`src/sv/tbrl_pkg.sv`:
```
package tbrl_pkg;

  // width of the configuration registers and of the token count fields
  localparam int unsigned CfgW = 32;
  localparam int unsigned RegIdxW = 2;
  localparam logic [CfgW-1:0] SizeReset = 32'hFFFF_FFFF;
  localparam logic [CfgW-1:0] OneReset = 32'd1;

  typedef enum logic [RegIdxW-1:0] {
    REG_TOKENS_PER_INTERVAL = 2'd0,
    REG_REFILL_INTERVAL     = 2'd1,
    REG_BUCKET_SIZE         = 2'd2
  } reg_idx_e;

  typedef enum logic {
    KIND_QUERY = 1'b0,
    KIND_TAKE  = 1'b1
  } kind_e;

  typedef enum logic [2:0] {
    ST_IDLE,
    ST_DIV,
    ST_MUL,
    ST_APPLY,
    ST_FIN
  } state_e;

  typedef struct packed {
    logic load;
    logic div_step;
    logic mul_step;
    logic apply;
    logic finish;
  } cmd_t;

endpackage

```
`src/sv/tbrl_if.sv`:
```
interface tbrl_in_if #(
  parameter int unsigned TIME_WIDTH = 48
);
  logic                       valid;
  logic                       ready;
  logic                       kind;
  logic [tbrl_pkg::CfgW-1:0]  token_count;
  logic [TIME_WIDTH-1:0]      now_ticks;

  modport source(output valid, kind, token_count, now_ticks, input ready);
  modport sink(input valid, kind, token_count, now_ticks, output ready);
endinterface

interface tbrl_out_if;
  logic                       valid;
  logic                       ready;
  logic                       available;
  logic                       overdraw_error;
  logic [tbrl_pkg::CfgW-1:0]  tokens_left;

  modport source(output valid, available, overdraw_error, tokens_left, input ready);
  modport sink(input valid, available, overdraw_error, tokens_left, output ready);
endinterface

interface tbrl_cfg_if;
  logic                          valid;
  logic                          ready;
  logic [tbrl_pkg::RegIdxW-1:0]  index;
  logic [tbrl_pkg::CfgW-1:0]     data;

  modport source(output valid, index, data, input ready);
  modport sink(input valid, index, data, output ready);
endinterface

```
`src/sv/tbrl_datapath.sv`:
```
module tbrl_datapath #(
  parameter int unsigned TIME_WIDTH  = 48,
  parameter int unsigned TOKEN_WIDTH = 32
) (
  input  logic                              clk_i,
  input  logic                              rst_ni,
  input  tbrl_pkg::cmd_t                    cmd_i,
  input  logic                              cfg_we_i,
  input  logic [tbrl_pkg::RegIdxW-1:0]      cfg_idx_i,
  input  logic [tbrl_pkg::CfgW-1:0]         cfg_data_i,
  input  logic                              in_kind_i,
  input  logic [tbrl_pkg::CfgW-1:0]         in_count_i,
  input  logic [TIME_WIDTH-1:0]             in_time_i,
  output logic                              avail_o,
  output logic                              err_o,
  output logic [tbrl_pkg::CfgW-1:0]         left_o
);

  localparam int unsigned CfgW = tbrl_pkg::CfgW;
  localparam int unsigned MaxW = (TOKEN_WIDTH > TIME_WIDTH) ? TOKEN_WIDTH : TIME_WIDTH;
  localparam int unsigned MulW = MaxW + 2;
  localparam int unsigned CmpW = (TOKEN_WIDTH > CfgW) ? TOKEN_WIDTH : CfgW;

  logic [CfgW-1:0]        tpi_q, ivl_q, size_q;
  logic [TOKEN_WIDTH-1:0] held_q;
  logic [TIME_WIDTH-1:0]  last_q;

  logic                   kind_q;
  logic [CfgW-1:0]        count_q;
  logic [TIME_WIDTH-1:0]  now_q;
  logic [TIME_WIDTH-1:0]  quo_q;
  logic [CfgW-1:0]        rem_q;
  logic [TOKEN_WIDTH-1:0] acc_q;
  logic [TOKEN_WIDTH-1:0] room_q;
  logic [CfgW-1:0]        mpl_q;
  logic                   sat_q;
  logic                   avail_q, err_q;
  logic [CfgW-1:0]        left_q;

  logic [TOKEN_WIDTH-1:0] cap;
  logic [CfgW-1:0]        ivl_eff;
  logic [TIME_WIDTH-1:0]  diff;
  logic [CfgW:0]          rem_sh;
  logic                   rem_ge;
  logic [CfgW:0]          rem_sub;
  logic [MulW-1:0]        mul_sum;
  logic                   mul_over;
  logic [TOKEN_WIDTH-1:0] refill_held;
  logic                   over;
  logic                   is_take;
  logic [TOKEN_WIDTH-1:0] res_held;

  always_comb begin
    cap      = TOKEN_WIDTH'(size_q);
    ivl_eff  = (ivl_q == '0) ? tbrl_pkg::OneReset : ivl_q;
    diff     = (in_time_i > last_q) ? (in_time_i - last_q) : '0;
    // restoring divide, one quotient bit per cycle
    rem_sh   = {rem_q, quo_q[TIME_WIDTH-1]};
    rem_ge   = rem_sh >= {1'b0, ivl_eff};
    rem_sub  = rem_sh - {1'b0, ivl_eff};
    // msb-first shift-add multiply, sticky once past the free room
    mul_sum  = MulW'({acc_q, 1'b0}) + (mpl_q[CfgW-1] ? MulW'(quo_q) : '0);
    mul_over = mul_sum > MulW'(room_q);
    refill_held = (sat_q || held_q >= cap) ? cap : (held_q + acc_q);
    is_take  = kind_q == tbrl_pkg::KIND_TAKE;
    over     = CmpW'(count_q) > CmpW'(held_q);
    res_held = (is_take && !over) ? (held_q - TOKEN_WIDTH'(count_q)) : held_q;
  end

  always_ff @(posedge clk_i or negedge rst_ni) begin
    if (!rst_ni) begin
      tpi_q  <= tbrl_pkg::OneReset;
      ivl_q  <= tbrl_pkg::OneReset;
      size_q <= tbrl_pkg::SizeReset;
      held_q <= TOKEN_WIDTH'(tbrl_pkg::SizeReset);
      last_q <= '0;
    end else if (cfg_we_i) begin
      unique case (cfg_idx_i)
        tbrl_pkg::REG_TOKENS_PER_INTERVAL: tpi_q <= cfg_data_i;
        tbrl_pkg::REG_REFILL_INTERVAL:     ivl_q <= cfg_data_i;
        tbrl_pkg::REG_BUCKET_SIZE: begin
          size_q <= cfg_data_i;
          held_q <= TOKEN_WIDTH'(cfg_data_i);
        end
        default: ;
      endcase
    end else if (cmd_i.apply) begin
      if (quo_q != '0) begin
        held_q <= refill_held;
        last_q <= now_q - TIME_WIDTH'(rem_q);
      end
    end else if (cmd_i.finish) begin
      held_q <= res_held;
    end
  end

  always_ff @(posedge clk_i) begin
    if (cmd_i.load) begin
      kind_q  <= in_kind_i;
      count_q <= in_count_i;
      now_q   <= in_time_i;
      quo_q   <= diff;
      rem_q   <= '0;
      acc_q   <= '0;
      mpl_q   <= tpi_q;
      sat_q   <= 1'b0;
      room_q  <= (held_q >= cap) ? '0 : (cap - held_q);
    end
    if (cmd_i.div_step) begin
      quo_q <= {quo_q[TIME_WIDTH-2:0], rem_ge};
      rem_q <= rem_ge ? rem_sub[CfgW-1:0] : rem_sh[CfgW-1:0];
    end
    if (cmd_i.mul_step) begin
      mpl_q <= {mpl_q[CfgW-2:0], 1'b0};
      if (mul_over) begin
        sat_q <= 1'b1;
      end else begin
        acc_q <= mul_sum[TOKEN_WIDTH-1:0];
      end
    end
    if (cmd_i.finish) begin
      avail_q <= !over;
      err_q   <= is_take && over;
      left_q  <= CfgW'(res_held);
    end
  end

  assign avail_o = avail_q;
  assign err_o   = err_q;
  assign left_o  = left_q;

endmodule

```
`src/sv/tbrl_ctrl.sv`:
```
module tbrl_ctrl #(
  parameter int unsigned TIME_WIDTH = 48
) (
  input  logic           clk_i,
  input  logic           rst_ni,
  input  logic           in_valid_i,
  input  logic           in_kind_i,
  input  logic           out_ready_i,
  output logic           in_ready_o,
  output logic           out_valid_o,
  output tbrl_pkg::cmd_t cmd_o
);

  localparam int unsigned CntMax = (TIME_WIDTH > tbrl_pkg::CfgW) ? TIME_WIDTH : tbrl_pkg::CfgW;
  localparam int unsigned CntW   = $clog2(CntMax);

  tbrl_pkg::state_e state_q, state_d;
  logic [CntW-1:0]  cnt_q, cnt_d;
  logic             out_valid_q, out_valid_d;
  logic             slot_free;

  assign slot_free = !out_valid_q || out_ready_i;

  always_comb begin
    state_d = state_q;
    cnt_d   = cnt_q;
    unique case (state_q)
      tbrl_pkg::ST_IDLE: begin
        if (in_valid_i) begin
          cnt_d   = CntW'(TIME_WIDTH - 1);
          state_d = (in_kind_i == tbrl_pkg::KIND_TAKE) ? tbrl_pkg::ST_FIN : tbrl_pkg::ST_DIV;
        end
      end
      tbrl_pkg::ST_DIV: begin
        cnt_d = cnt_q - 1'b1;
        if (cnt_q == '0) begin
          cnt_d   = CntW'(tbrl_pkg::CfgW - 1);
          state_d = tbrl_pkg::ST_MUL;
        end
      end
      tbrl_pkg::ST_MUL: begin
        cnt_d = cnt_q - 1'b1;
        if (cnt_q == '0) begin
          state_d = tbrl_pkg::ST_APPLY;
        end
      end
      tbrl_pkg::ST_APPLY: state_d = tbrl_pkg::ST_FIN;
      tbrl_pkg::ST_FIN: begin
        if (slot_free) begin
          state_d = tbrl_pkg::ST_IDLE;
        end
      end
      default: state_d = tbrl_pkg::ST_IDLE;
    endcase
  end

  always_comb begin
    cmd_o       = '0;
    in_ready_o  = 1'b0;
    unique case (state_q)
      tbrl_pkg::ST_IDLE: begin
        in_ready_o = 1'b1;
        cmd_o.load = in_valid_i;
      end
      tbrl_pkg::ST_DIV:   cmd_o.div_step = 1'b1;
      tbrl_pkg::ST_MUL:   cmd_o.mul_step = 1'b1;
      tbrl_pkg::ST_APPLY: cmd_o.apply    = 1'b1;
      tbrl_pkg::ST_FIN:   cmd_o.finish   = slot_free;
      default: ;
    endcase
    out_valid_d = (out_valid_q && !out_ready_i) || cmd_o.finish;
  end

  always_ff @(posedge clk_i or negedge rst_ni) begin
    if (!rst_ni) begin
      state_q     <= tbrl_pkg::ST_IDLE;
      cnt_q       <= '0;
      out_valid_q <= 1'b0;
    end else begin
      state_q     <= state_d;
      cnt_q       <= cnt_d;
      out_valid_q <= out_valid_d;
    end
  end

  assign out_valid_o = out_valid_q;

`ifndef NO_ASSERTIONS
  a_cmd_onehot: assert property (@(posedge clk_i) disable iff (!rst_ni)
    $onehot0(cmd_o))
    else $error("more than one datapath command at once");

  a_finish_slot: assert property (@(posedge clk_i) disable iff (!rst_ni)
    cmd_o.finish |-> (!out_valid_q || out_ready_i))
    else $error("result written over an item not yet taken");

  a_finish_valid: assert property (@(posedge clk_i) disable iff (!rst_ni)
    cmd_o.finish |=> out_valid_q)
    else $error("finished item not presented");

  a_div_to_mul: assert property (@(posedge clk_i) disable iff (!rst_ni)
    (state_q == tbrl_pkg::ST_DIV && cnt_q == '0) |=> (state_q == tbrl_pkg::ST_MUL))
    else $error("divide did not hand over to multiply");

  a_busy_not_ready: assert property (@(posedge clk_i) disable iff (!rst_ni)
    (state_q != tbrl_pkg::ST_IDLE) |-> !in_ready_o)
    else $error("item taken while busy");
`endif

endmodule

```
`src/sv/token_bucket_rate_limiter.sv`:
```
// token bucket limiter, one item at a time, queries via serial divide and multiply
// query item: accept, divide, multiply, apply the refill, then finish
// take item: accept, then finish; finish waits while the output is stalled
// the next item is accepted only once the previous one has finished
// bit-serial divider (TIME_WIDTH steps), multiplier (32 steps) set the query rate
// async active-low reset: bucket full, last refill time zero, registers at defaults
module token_bucket_rate_limiter #(
  parameter int unsigned TIME_WIDTH  = 48,
  parameter int unsigned TOKEN_WIDTH = 32
) (
  input  logic        clk_i,
  input  logic        rst_ni,
  tbrl_in_if.sink     in_i,
  tbrl_out_if.source  out_o,
  tbrl_cfg_if.sink    cfg_i
);

  tbrl_pkg::cmd_t cmd;
  logic           cfg_we;

  assign cfg_i.ready = 1'b1;
  assign cfg_we      = cfg_i.valid;

  tbrl_ctrl #(
    .TIME_WIDTH(TIME_WIDTH)
  ) u_ctrl (
    .clk_i       (clk_i),
    .rst_ni      (rst_ni),
    .in_valid_i  (in_i.valid),
    .in_kind_i   (in_i.kind),
    .out_ready_i (out_o.ready),
    .in_ready_o  (in_i.ready),
    .out_valid_o (out_o.valid),
    .cmd_o       (cmd)
  );

  tbrl_datapath #(
    .TIME_WIDTH (TIME_WIDTH),
    .TOKEN_WIDTH(TOKEN_WIDTH)
  ) u_datapath (
    .clk_i      (clk_i),
    .rst_ni     (rst_ni),
    .cmd_i      (cmd),
    .cfg_we_i   (cfg_we),
    .cfg_idx_i  (cfg_i.index),
    .cfg_data_i (cfg_i.data),
    .in_kind_i  (in_i.kind),
    .in_count_i (in_i.token_count),
    .in_time_i  (in_i.now_ticks),
    .avail_o    (out_o.available),
    .err_o      (out_o.overdraw_error),
    .left_o     (out_o.tokens_left)
  );

endmodule

```
`src/flat_wrapper.sv`:
```
// flat-port wrapper written by rule: the top's interface ports become plain ports
module token_bucket_rate_limiter_flat 
#(
  parameter int unsigned TIME_WIDTH  = 48,
  parameter int unsigned TOKEN_WIDTH = 32
)
  (clk_i, rst_ni, in_i_valid, in_i_kind, in_i_token_count, in_i_now_ticks, in_i_ready, out_o_valid, out_o_available, out_o_overdraw_error, out_o_tokens_left, out_o_ready, cfg_i_valid, cfg_i_index, cfg_i_data, cfg_i_ready);
  tbrl_in_if #(.TIME_WIDTH(TIME_WIDTH)) in_i_i ();
  tbrl_out_if out_o_i ();
  tbrl_cfg_if cfg_i_i ();
  input  logic clk_i;
  input  logic rst_ni;
  input wire logic [$bits(in_i_i.valid)-1:0] in_i_valid;
  input wire logic [$bits(in_i_i.kind)-1:0] in_i_kind;
  input wire logic [$bits(in_i_i.token_count)-1:0] in_i_token_count;
  input wire logic [$bits(in_i_i.now_ticks)-1:0] in_i_now_ticks;
  output wire logic [$bits(in_i_i.ready)-1:0] in_i_ready;
  output wire logic [$bits(out_o_i.valid)-1:0] out_o_valid;
  output wire logic [$bits(out_o_i.available)-1:0] out_o_available;
  output wire logic [$bits(out_o_i.overdraw_error)-1:0] out_o_overdraw_error;
  output wire logic [$bits(out_o_i.tokens_left)-1:0] out_o_tokens_left;
  input wire logic [$bits(out_o_i.ready)-1:0] out_o_ready;
  input wire logic [$bits(cfg_i_i.valid)-1:0] cfg_i_valid;
  input wire logic [$bits(cfg_i_i.index)-1:0] cfg_i_index;
  input wire logic [$bits(cfg_i_i.data)-1:0] cfg_i_data;
  output wire logic [$bits(cfg_i_i.ready)-1:0] cfg_i_ready;
  assign in_i_i.valid = in_i_valid;
  assign in_i_i.kind = in_i_kind;
  assign in_i_i.token_count = in_i_token_count;
  assign in_i_i.now_ticks = in_i_now_ticks;
  assign in_i_ready = in_i_i.ready;
  assign out_o_valid = out_o_i.valid;
  assign out_o_available = out_o_i.available;
  assign out_o_overdraw_error = out_o_i.overdraw_error;
  assign out_o_tokens_left = out_o_i.tokens_left;
  assign out_o_i.ready = out_o_ready;
  assign cfg_i_i.valid = cfg_i_valid;
  assign cfg_i_i.index = cfg_i_index;
  assign cfg_i_i.data = cfg_i_data;
  assign cfg_i_ready = cfg_i_i.ready;
  token_bucket_rate_limiter #(.TIME_WIDTH(TIME_WIDTH), .TOKEN_WIDTH(TOKEN_WIDTH)) u_core (.clk_i(clk_i), .rst_ni(rst_ni), .in_i(in_i_i), .out_o(out_o_i), .cfg_i(cfg_i_i));
endmodule
```
`config.mk`:
```
export PLATFORM = sky130hd
export DESIGN_NAME = token_bucket_rate_limiter_flat
export DESIGN_NICKNAME = d
export VERILOG_FILES = /design/src/sv/tbrl_pkg.sv /design/src/sv/tbrl_if.sv /design/src/sv/tbrl_datapath.sv /design/src/sv/tbrl_ctrl.sv /design/src/sv/token_bucket_rate_limiter.sv /design/src/flat_wrapper.sv
export SDC_FILE = /design/constraint.sdc
export NUM_CORES = 1
export LEC_CHECK = 0
export ABC_AREA = 1
export BUFFER_PORTS_ARGS = -buffer_cell sky130_fd_sc_hd__buf_2
export CORE_UTILIZATION = 52
export DETAILED_ROUTE_END_ITERATION = 10
export PLACE_DENSITY = 0.73
export SKIP_CTS_REPAIR_TIMING = 1
export SYNTH_ARGS = -nofsm -noshare
export SYNTH_HDL_FRONTEND = slang
export SYNTH_SLANG_ARGS = --single-unit
```
`constraint.sdc`:
```
create_clock -name clk_i -period 5.41 [get_ports clk_i]
set_clock_uncertainty 0.15 [all_clocks]
set_input_delay 1.082 -clock clk_i [delete_from_list [all_inputs] [get_ports clk_i]]
set_output_delay 1.082 -clock clk_i [all_outputs]
set_load 0.005 [all_outputs]
```
==> results of run 1 <==
[how the worst min path moves through the flow]
stage	slack, ns	endpoint	cells past startpoint
final	0.31	u_core.u_datapath.mpl_q[0]$_SDFFE_PP0P_	2
after global routing	0.34	u_core.u_datapath.mpl_q[0]$_SDFFE_PP0P_	2
after CTS	0.31	u_core.u_datapath.mpl_q[0]$_SDFFE_PP0P_	2
after detailed placement	0.30	u_core.u_datapath.mpl_q[0]$_SDFFE_PP0P_	2
after global placement	0.29	u_core.u_datapath.mpl_q[0]$_SDFFE_PP0P_	2
after floorplan	0.28	u_core.u_datapath.mpl_q[0]$_SDFFE_PP0P_	2
[per-layer routing]
layer	part of all wire	up-vias	track usage
met4	0.037	2	0.118
met3	0.064	225	0.0386
met5	0.00011	-	0
met2	0.46	1185	0.555
met1	0.44	16500	0.457
li1	-	17200	-
[synth_stat cells (42+ instances only)]
| library cell | instances | area, µm² |
|---|---|---|
| nand2_1 | 1340 | 5030 |
| inv_1 | 871 | 3270 |
| nor2_1 | 483 | 1810 |
| o21ai_0 | 395 | 1980 |
| a21oi_1 | 341 | 1710 |
| ha_1 | 273 | 3420 |
| edfxtp_1 | 258 | 7750 |
| nand3_1 | 239 | 1200 |
| dfrtp_1 | 120 | 3000 |
| xnor2_1 | 92 | 806 |
| xor2_1 | 91 | 797 |
| clkbuf_1 | 72 | 270 |
| dfstp_2 | 66 | 1730 |
| nand4_1 | 51 | 319 |
| nor3_1 | 50 | 250 |
| nor4_1 | 42 | 263 |
[per-stage QoR]
stage          area, µm²  setup WS [ns]   util  cells  hold slack [ns]
2_1_floorplan      37000           1.29      -   5186            0.276
3_3_place_gp       38800          0.435  0.553   6207            0.293
3_5_place_dp       38800          0.559  0.553   6207            0.302
4_1_cts            40700          0.518  0.579   6309            0.310
5_1_grt            40700          0.121  0.579   6309            0.337
6_report           40700          0.429  0.579   6309            0.307
[sequential cells by signal, indices dropped and copies added, names as in the netlist]
name / flops
u_core.u_ctrl.cnt_q: 6
u_core.u_datapath.ivl_q: 32
u_core.u_datapath.acc_q: 32
u_core.u_datapath.sat_q: 1
u_core.u_ctrl.out_valid_o: 1
u_core.u_datapath.room_q: 32
u_core.u_datapath.mpl_q: 32
u_core.u_ctrl.state_q: 3
u_core.u_datapath.quo_q: 48
u_core.u_datapath.cap: 32
u_core.u_datapath.now_q: 48
u_core.u_datapath.tpi_q: 32
u_core.u_datapath.last_q: 48
u_core.u_datapath.is_take: 1
u_core.u_datapath.rem_q: 32
u_core.u_datapath.err_o: 1
u_core.u_datapath.count_q: 32
u_core.u_datapath.held_q: 32
u_core.u_datapath.left_o: 32
u_core.u_datapath.avail_o: 1
[worst max-delay path: stages, from the launching register on]
cell      delay [ns]
edfxtp_1        0.36
buf_4           0.26
nand2_1         0.11
inv_1           0.04
ha_1            0.39
nand2_1         0.13
nor2_1          0.19
inv_1           0.06
nor2_1          0.33
nand4_1         0.24
nand3_1         0.26
a21oi_1         0.12
xnor2_1         0.39
ha_1            0.21
nand2_1         0.13
nor4_1          0.29
nand2_1         0.09
nor4_1          0.25
nand3_1         0.11
nor2_1          0.11
nand3_1         0.09
nand2_2         0.14
nand2_4         0.21
nand2_1         0.14
nand2_1         0.06
[report_power, final]
group          total (mW)  internal (mW)  switching, mW
registers            6.77           5.65           1.12
logic                14.5           4.77           9.71
clock network        3.87           2.22           1.65
total                25.1           12.6           12.5
[final cells by class]
class,count,area [µm²],area share
multi-input combinational,3729,20200,0.496
sequential,478,13200,0.324
inverter,879,3300,0.0811
clock buffer,73,1470,0.0362
tap,940,1180,0.0289
timing repair buffer,181,1020,0.0250
clock inverter,29,378,0.00929
[logic make-up (layout without fill, tap and decap cells)]
group                      count (synthesis)  count (layout)
and+or+nand+nor                         2288            2288
buffers and inverters                    979            1162
AOI/OAI and AO/OA                        977             977
DFF                                      478             478
adders and majority gates                280             280
xor gates and xnor gates                 183             183
other                                      1               1
==> summary.txt, run 1 <==
Run status
  – Run status: finished clean

Yosys
  – Register area share after synthesis: 0.356
  – Post-Synth Adder-Cell Area: 0.0960
  – Share of synthesized registers carrying an async set or reset: 0.389
  – Combinational family with the most area after synthesis: simple AND/OR/NAND/NOR gates
  – Post-synth cell types: between 60 and 70
  – Post-synthesis sequential element count: approximately 480
  – Synthesized Nets: 5586
  – Avg Cell Area, Syn: between 7 and 8 µm²
  – Combined area of all synthesized cells: 37000 µm²
  – Post-synth EDFFs: between 200 and 300
  – Multiplexer fraction of the synthesized cell area: 0
  – Syn Inst Count: approximately 5200
  – Simple-Gate Fraction of Synth Area: 0.257
  – Top_reg_cell synth: edfxtp_1
  – Compound-Gate Fraction of Synth Area: 0.147
  – Yosys warns: 0
  – Post-Synth XOR/XNOR Area: 0.0433

Clocking
  – Clock transition at the registers of the reported paths: approximately 0.060 ns
  – Number of H-tree levels: 2
  – Root Buffer: clkbuf_16
  – Clock Tree Buf Depth: 3
  – CTS buffer count: 54
  – Number of clock sinks seen by CTS: roughly 480
  – Clock tree from TritonCTS: yes
  – Clk_lat worst skew: approximately 0.66 ns

STA
  – Max Fclk: about 0.2 GHz
  – Setup repair after global routing missed its margin: false
  – Setup Total Neg Slack: 0 ns
  – Tcrit/Tclk final: 0.921
  – Worst slew margin: 0.278
  – Slew at the pin closest to its max-slew limit: 1.08 ns
  – Final hold vios: 0
  – Total setup violations reported at the end of the flow: 0
  – Max Slew Vio Count: 0
  – Final worst path period need: around 5 ns

Setup path
  – Terminus of the critical flop-to-flop path: u_core.u_datapath.acc_q[11]$_DFF_P_
  – CP Data Arrival Time: between 5 and 6 ns
  – CP Capture Type: flip-flop
  – Slack of the worst reg-to-reg path: approximately 0.43 ns
  – Required time at the endpoint of the critical path: roughly 5.7 ns
  – Sort of element at the start of the critical path: flip-flop
  – Critical path type: reg -> reg
  – Startpoint of the worst setup timing path: u_core.u_datapath.mpl_q[31]$_DFFE_PP_
  – Launch point of the worst reg-to-reg path: u_core.u_datapath.mpl_q[31]$_DFFE_PP_
  – Count of cells along the worst register-to-register path: 24
  – Termination of the worst setup path: u_core.u_datapath.acc_q[11]$_DFF_P_
  – Critical-path maximum fanout: 33

Route
  – Post-route ant nets: 0
  – DR iter-0 viols: approximately 3400
  – Avg Vias per Cell: 5.56
  – Drt wl/cell: ~19 µm
  – Post-route DRC: 0
  – Iteration count of the initial detailed-routing pass: 6
  – Detailed-route wire length: 122000 µm
  – Via count: ~35000

Placed design
  – Count of input and output buffers: 155
  – Estimated wirelength of the detail-placed design: between 90000 and 100000 µm
  – Placer Congestion: around 1

Power
  – Standby leakage power: roughly 20 nW
  – Worst ir drop on vdd: ~0.38 mV
  – Design Power: ~25 mW
  – Power per Cell Area: approximately 620 nW/µm²

Global route
  – GRT Resource Usage Total: 0.337
  – Number of global-route vias before repair: around 33000
  – First-pass GRT wire length: ~190000 µm
  – Overflow after GRT: 0
  – Largest net degree at the start of global routing: between 90 and 100
  – Initial antenna violation count: 3

Floorplan
  – Std-Cell Core Area: roughly 70000 µm²
  – Initial core utilization: 0.527
  – Die area: 72300 µm²
  – Die width: between 200 and 300 µm
  – Num rows: 97
  – Floorplan die height: 269 µm
  – Number of top-level pins: 157

Layout
  – Most frequent cells in the layout: nand2_1, inv_1, nor2_1
  – Antenna Diode Count: 0
  – Share of final-layout standard cells stronger than drive strength 1: 0.0767
  – Net count of the finished layout: approximately 5700
  – Leading cell type in the layout, fill and taps excluded: nand2_1
  – Synth-to-Final Area Change: 9.89%
  – Fillcell total: roughly 6700

Min path
  – Worst min-delay path class: reg -> reg
  – Worst hold path startpoint: u_core.u_datapath.mpl_q[0]$_SDFFE_PP0P_

Run
  – Count of maximum capacitance violations: 0
Power figures use the tool's default switching activity.
==> run 2, diff against run 1 <==
- MAX_ROUTING_LAYER: unset -> met4
==> run 2 against run 1 <==
  * Sequential share of layout area hardly changed
  * Count of clock-buffer cells in the layout fell by 5
  * Via count barely moved
  * Critical path depth grew 3
  * Utilization about the same
  * Largest cell class unchanged
  * Largest power group unchanged
==> summary.txt, run 2 (same netlist as run 1, synthesis figures left out) <==
Setup path
  – Slack of the worst reg-to-reg path: around 0.39 ns
  – Critical-path maximum fanout: 28
  – Required time at the endpoint of the critical path: just under 6 ns
  – Cell type of the slowest stage on the worst timing path: nor3b_1
  – Sort of element at the start of the critical path: flip-flop
  – Worst path bufs/invs: 3
  – CP Data Arrival Time: approximately 5.4 ns
  – Cell depth of the worst setup path: 27
  – Count of cells along the worst register-to-register path: 27
  – CP Capture Type: flip-flop
  – Critical path's most frequent cell: nand2_1
  – Critical path type: reg -> reg
  – CP peak stage delay: roughly 0.56 ns
  – Cell family with most CP delay: simple AND/OR/NAND/NOR gates

Route
  – Detailed-route wire length on metal 1: 52500 µm
  – Post-route DRC: 0
  – Iteration count of the initial detailed-routing pass: 6
  – Detailed-route wire length: 122000 µm
  – Highest routing layer actually used: met4
  – Drt wl/cell: 19.3 µm
  – Routed wire length on met3: 8440 µm
  – Via count: 35100
  – DR iter-0 viols: between 3000 and 4000
  – Avg Vias per Cell: ~5.6
  – Wire length on met2: about 56000 µm
  – Post-route ant nets: 0

Layout
  – Most frequent cells in the layout: nand2_1, inv_1, nor2_1
  – Fillcell total: just under 7000
  – Sequential cell area in the final layout: around 13000 µm²
  – Share of final-layout standard cells stronger than drive strength 1: 0.0782
  – Synth-to-Final Area Change: 9.86%
  – Post-route cell area: 40700 µm²
  – Biggest registers after layout: u_core.u_datapath.last_q: 48 flops, u_core.u_datapath.now_q: 48 flops, u_core.u_datapath.quo_q: 48 flops
  – Leading cell type in the layout, fill and taps excluded: nand2_1
  – Multi-input gate area: 20200 µm²
  – Net count of the finished layout: ~5700

Global route
  – Overflow after GRT: 0
  – GRT Resource Usage Total: 0.345
  – Number of global-route vias before repair: between 30000 and 40000
  – First-pass GRT wire length: 186000 µm
  – Initial antenna violation count: 9
  – Largest net degree at the start of global routing: between 100 and 150

Clocking
  – Number of H-tree levels: 2
  – CTS buffer count: 54
  – Number of clock sinks seen by CTS: roughly 480
  – Clk_lat worst skew: roughly 0.64 ns
  – Clock transition at the registers of the reported paths: approximately 0.07 ns
  – Clock tree from TritonCTS: yes
  – Clock Tree Buf Depth: 3
  – Root Buffer: clkbuf_16

Floorplan
  – Number of top-level pins: 157
  – Std-Cell Core Area: 70300 µm²
  – Initial core utilization: 0.527
  – Die area: approximately 72000 µm²
  – Num rows: 97
  – Die width: about 270 µm
  – Floorplan die height: 269 µm

STA
  – Final hold vios: 0
  – Final worst path period need: around 5.0 ns
  – Setup repair after global routing missed its margin: false
  – Tcrit/Tclk final: 0.927
  – Worst slew margin: 0.279
  – Max Fclk: ~0.20 GHz
  – Slew at the pin closest to its max-slew limit: 1.08 ns
  – Setup Total Neg Slack: 0 ns
  – Max Slew Vio Count: 0
  – Total setup violations reported at the end of the flow: 0

Min path
  – Worst Hold Path Cells: 2
  – Worst min-delay path class: reg -> reg

Power
  – Worst ir drop on vdd: 0.355 mV
  – Power spent charging and discharging nets: ~12 mW
  – Sw Share: 0.496
  – Seq pwr share: 0.272
  – Power per Cell Area: about 610 nW/µm²
  – Standby leakage power: between 15 and 20 nW
  – Combinational cell fraction of total power: 0.577
  – Part of the total power dissipated in the clock network: 0.152
  – P_int: around 13 mW

Run status
  – Run status: finished clean

Placed design
  – Count of input and output buffers: roughly 160
  – Estimated wirelength of the detail-placed design: 98000 µm
  – Total placed instance area: 38800 µm²
  – Placer Congestion: between 1 and 1.5

Run
  – Count of maximum capacitance violations: 0
## run 2: changes by cell type in the layout (fill, tap and decap cells not counted), moves of 2 or more
cell / change
clkbuf_16: +3
clkbuf_1: -8
clkinv_2: +5
bufinv_16: -3
clkinvlp_4: +2
diode_2: +8
clkinv_4: -3
inv_6: +4
## run 2: power groups by stage
stage	Sequential (mW)	Clock, mW	Combinational (mW)
2_1_floorplan	6.27	0	10.4
3_3_place_gp	6.78	0	14.0
3_5_place_dp	6.79	0	14.1
4_1_cts	6.74	3.84	14.2
5_1_grt	6.86	3.97	16.1
6_report	6.78	3.79	14.4
## run 2: path summary, 6_finish.rpt
path,start,endpoint
min,u_core.u_datapath.last_q[15]$_DFFE_PN0P_,u_core.u_datapath.last_q[15]$_DFFE_PN0P_
min reg2reg,u_core.u_datapath.last_q[15]$_DFFE_PN0P_,u_core.u_datapath.last_q[15]$_DFFE_PN0P_
max in group asynchronous,rst_ni,u_core.u_datapath.ivl_q[0]$_DFFE_PN1P_
min in group asynchronous,rst_ni,u_core.u_datapath.tpi_q[8]$_DFFE_PN0P_
max,u_core.u_datapath.mpl_q[31]$_DFFE_PP_,u_core.u_datapath.acc_q[22]$_DFF_P_
max reg2reg,u_core.u_datapath.mpl_q[31]$_DFFE_PP_,u_core.u_datapath.acc_q[22]$_DFF_P_
## run 2: routing by layer
layer / vias up / global-route usage
met5: - / -
met4: 0 / 0.122
met3: 239 / 0.0377
met2: 1261 / 0.553
met1: 16400 / 0.453
li1: 17200 / -
## run 2: layout make-up
class,instances,share of cell area
antenna,8,0.000492
sequential,478,0.324
inverter,879,0.0811
timing repair buffer,181,0.0250
clock buffer,68,0.0373
multi-input combinational,3729,0.496
clock inverter,33,0.00747
tap,940,0.0289
## run 2: tightest hold or removal path, stage by stage, from the launching register on
cell     delay, ns
dfrtp_1       0.34
nand2_1       0.05
o21ai_0       0.06
## run 2: per-stage QoR
| stage | util | power [mW] | hold slack [ns] | std cells | setup slack [ns] |
|---|---|---|---|---|---|
| global placement | 0.553 | 20.8 | 0.300 | 6207 | 0.568 |
| floorplan | - | 16.7 | 0.276 | 5186 | 1.29 |
| detailed placement | 0.553 | 20.9 | 0.323 | 6207 | 0.557 |
| CTS | 0.579 | 24.8 | 0.338 | 6308 | 0.518 |
| finish | 0.579 | 25.0 | 0.337 | 6316 | 0.393 |
| global route | 0.579 | 26.9 | 0.355 | 6315 | 0.00468 |
